File: config.mk
export PLATFORM = sky130hd
export DESIGN_NAME = ixhq_ram
export DESIGN_NICKNAME = d
export VERILOG_FILES = /design/src/hdl/ixhq_ram.sv
export SDC_FILE = /design/constraint.sdc
export NUM_CORES = 1
export LEC_CHECK = 0
export BUFFER_PORTS_ARGS = -buffer_cell sky130_fd_sc_hd__buf_2
export CAP_MARGIN = 20
export CORE_MARGIN = 2
export CORE_UTILIZATION = 48
export DETAILED_ROUTE_END_ITERATION = 8
export PLACE_DENSITY = 0.73
export SETUP_SLACK_MARGIN = 0.1
export SYNTH_ARGS = -nofsm -noshare
export SYNTH_HDL_FRONTEND = slang
export SYNTH_SLANG_ARGS = --single-unit
File: constraint.sdc
create_clock -name clock -period 1.19 [get_ports clock]
set_input_delay 0.238 -clock clock [delete_from_list [all_inputs] [get_ports clock]]
set_output_delay 0.238 -clock clock [all_outputs]
set_load 0.02 [all_outputs]
File: src/hdl/ixhq_ram.sv
// Generic single write port RAM with one registered read port.
`default_nettype none
module ixhq_ram #(
   parameter int WIDTH = 8,
   parameter int DEPTH = 2
) (
   input  wire logic                     clock,
   input  wire logic                     wr_en,
   input  wire logic [$clog2(DEPTH)-1:0] wr_addr,
   input  wire logic [WIDTH-1:0]         wr_data,
   input  wire logic [$clog2(DEPTH)-1:0] rd_addr,
   output logic      [WIDTH-1:0]         rd_data
);

   logic [WIDTH-1:0] mem [DEPTH];

   always_ff @(posedge clock) begin
      if (wr_en) begin
         mem[wr_addr] <= wr_data;
      end
      rd_data <= mem[rd_addr];
   end

endmodule
`default_nettype wire

==> metrics <==
DR vias=370; Critical Path AT=0.78 ns; DRC errors left=0; syn_area_per_cell=22.4 µm²; Skew-Pair Late Insertion Delay=0.30 ns; clock buffer depth=2; Worst-path clk slew=0.11 ns; maximum clock rate=982 MHz; setup tns final=0 ns; clock sink total=24; drt first-iter violations=1; CP Capture Type=output pin; multi-input logic area=133 µm²; share of the synthesized area in the top cell type=61.2%; Final GP Congestion=0.658; final WL=894 µm; # hold bufs at CTS=0; first-pass GRT wire length=1410 µm; largest family of logic cells by synthesized area=multiplexers; Root Buffer=clkbuf_4; origin of the worst min-delay path=wr_data[2]; die width=44.4 µm; Die ar.=1970 µm²; placed cell count=71; via/cell ratio=4.93; htree depth=1; WHS=0.114 ns; port buffer count=19; critical path class=reg2out; Yosys top cell by area=edfxtp_1; Int Pwr=1.15 mW; P&R area growth vs syn=18.5%; GR Overflow Total=0; cell family with most CP delay=flip-flops; Reg power frac=66.9%; sequential-to-total area share from yosys stat=81.7%; antenna violations before repair=0; Worst R2R Start=mem[0][0]$_DFFE_PP_; CTS tree=built; Fin. Hold Viols=0; register bit total from synthesis=24; pin count of the biggest net entering global routing=14; vias in the first global route=359; Tot GR Track Use=11.0%; Routed WL per cell=11.9 µm; row count=14; reg-to-reg endpoint=rd_data[0]$_DFF_P_; worst path cell trace=buf_2; Slew HR=76.5%; Initial Util=51.5%; Peak supply drop=0.957 mV; Pre-antenna DRT Iters=4; worst path required time=0.95 ns; final worst setup slack=0.172 ns; Worst Skew=0.000932 ns; Worst Reg-to-Reg Cells=1; layout cells sized above 1=54.2%; Antenna Nets Post-Route=0; Max Slew Vio Count=0; post-synthesis cell area=785 µm²; post-synthesis mux area share=15.3%; static leakage=0.389 nW; syn_nets=47; Synth Area in Adders=0%; Worst Hold Depth=1; top routing layer used=met4; Clk pwr share=23.3%; Max stage delay on crit path=0.32 ns; post_cts resized=0; Critical path origin=rd_data[6]$_DFF_P_; Post-Synth XOR/XNOR Area=0%; Final period util=85.6%; combinational share of power=9.8%; R2R Setup Slk=0.43 ns; postcts setup bufs=0; Worst setup SP type=register; Buffers & Inverters on Critical Path=1; crit-path max FO=1; largest cells by area after synthesis=edfxtp_1 61%, dfxtp_1 20%, mux2_4 15%; Synth Warn #=0; met2 WL=511 µm; status=completed; die height=44.4 µm; pwr dens=1560 nW/µm²; fill cell count=111; endpoints failing setup=0; Layout Cells excl Fill=75; Post-Synthesis Cells=35; P_sw=299 µW; Worst Hold Path EP=mem[0][2]$_DFFE_PP_; ANT cells=0; simple-gate share of the synthesized area=1.59%; dpl ws=0.168 ns; M1 wire length=293 µm; RSZ-0062 raised after global routing=false; Netlist cell types=6; Sw Ratio=20.7%; # IOs=20; Core ar.=1520 µm²; compound-gate portion of the synthesized area=0%; slowest library cell on the worst path=dfxtp_1; max_cap viols=0; DR WL met3=56 µm; Nets=72; Layout Utilization=61.0%; Storage cell area=641 µm²; CTS buffer count=3; Slew @ Worst Pin=0.352 ns; min Tclk post-route=1.02 ns; Hold Crit Class=in2reg
==> cells by family (layout without fill, tap and decap cells) <==
kind of cell	count (synthesis)	count (layout)
and+or+nand+nor	2	2
buffers and inverters	1	25
muxes	8	8
DFF	24	24
==> cell type report <==
class	instances	share of cell area [%]
Clock buffer	3	2.42
Sequential cell	24	68.9
Timing Repair Buffer	21	11.8
Multi-Input combinational cell	10	14.3
Clock inverter	1	0.404
Tap cell	16	2.15
==> Yosys cell counts (all sizes together) <==
master  instances
edfxtp         16
dfxtp           8
nor2b           1
buf             1
mux2            8
and2            1
==> state kept, by name, summed over array words and instances, names as in the netlist <==
register  flops
mem          16
rd_data       8
==> worst max path at each step <==
| stage | end | slack [ns] | depth (start not counted) |
|---|---|---|---|
| global route | rd_data[6] | 0.13 | 1 |
| global placement | mem[1][4]$_DFFE_PP_ | 0.22 | 2 |
| detailed placement | mem[1][4]$_DFFE_PP_ | 0.17 | 2 |
| floorplan | mem[0][0]$_DFFE_PP_ | 0.16 | 1 |
| finish | rd_data[6] | 0.17 | 1 |
| CTS | rd_data[6] | 0.15 | 1 |
==> cells in the final DEF (no fill, tap or decap), drive strengths merged <==
cell,netlist,final
nor2b,1,1
edfxtp,16,16
clkbuf,0,3
and2,1,1
dfxtp,8,8
buf,1,21
clkinv,0,1
mux2,8,8
==> layer usage <==
layer	global-route usage (%)	vias up
met5	0	-
met1	10.4	171
li1	-	177
met4	10.9	0
met3	2.45	5
met2	19.1	17
==> metrics by stage <==
step / total power, mW / instance area [µm²]
after global placement: 1.13 / 903
after global routing: 1.50 / 930
after detailed placement: 1.13 / 903
after CTS: 1.47 / 930
final: 1.45 / 930
after floorplan: 1.08 / 785
==> power groups by stage <==
stage                     logic, mW  clock network, mW  registers (mW)
after floorplan              0.0574                  0            1.02
after global placement        0.141                  0           0.986
after detailed placement      0.143                  0           0.988
after CTS                     0.143              0.354           0.969
after global routing          0.153              0.371           0.973
final                         0.142              0.337           0.968
Power figures use the tool's default switching activity.
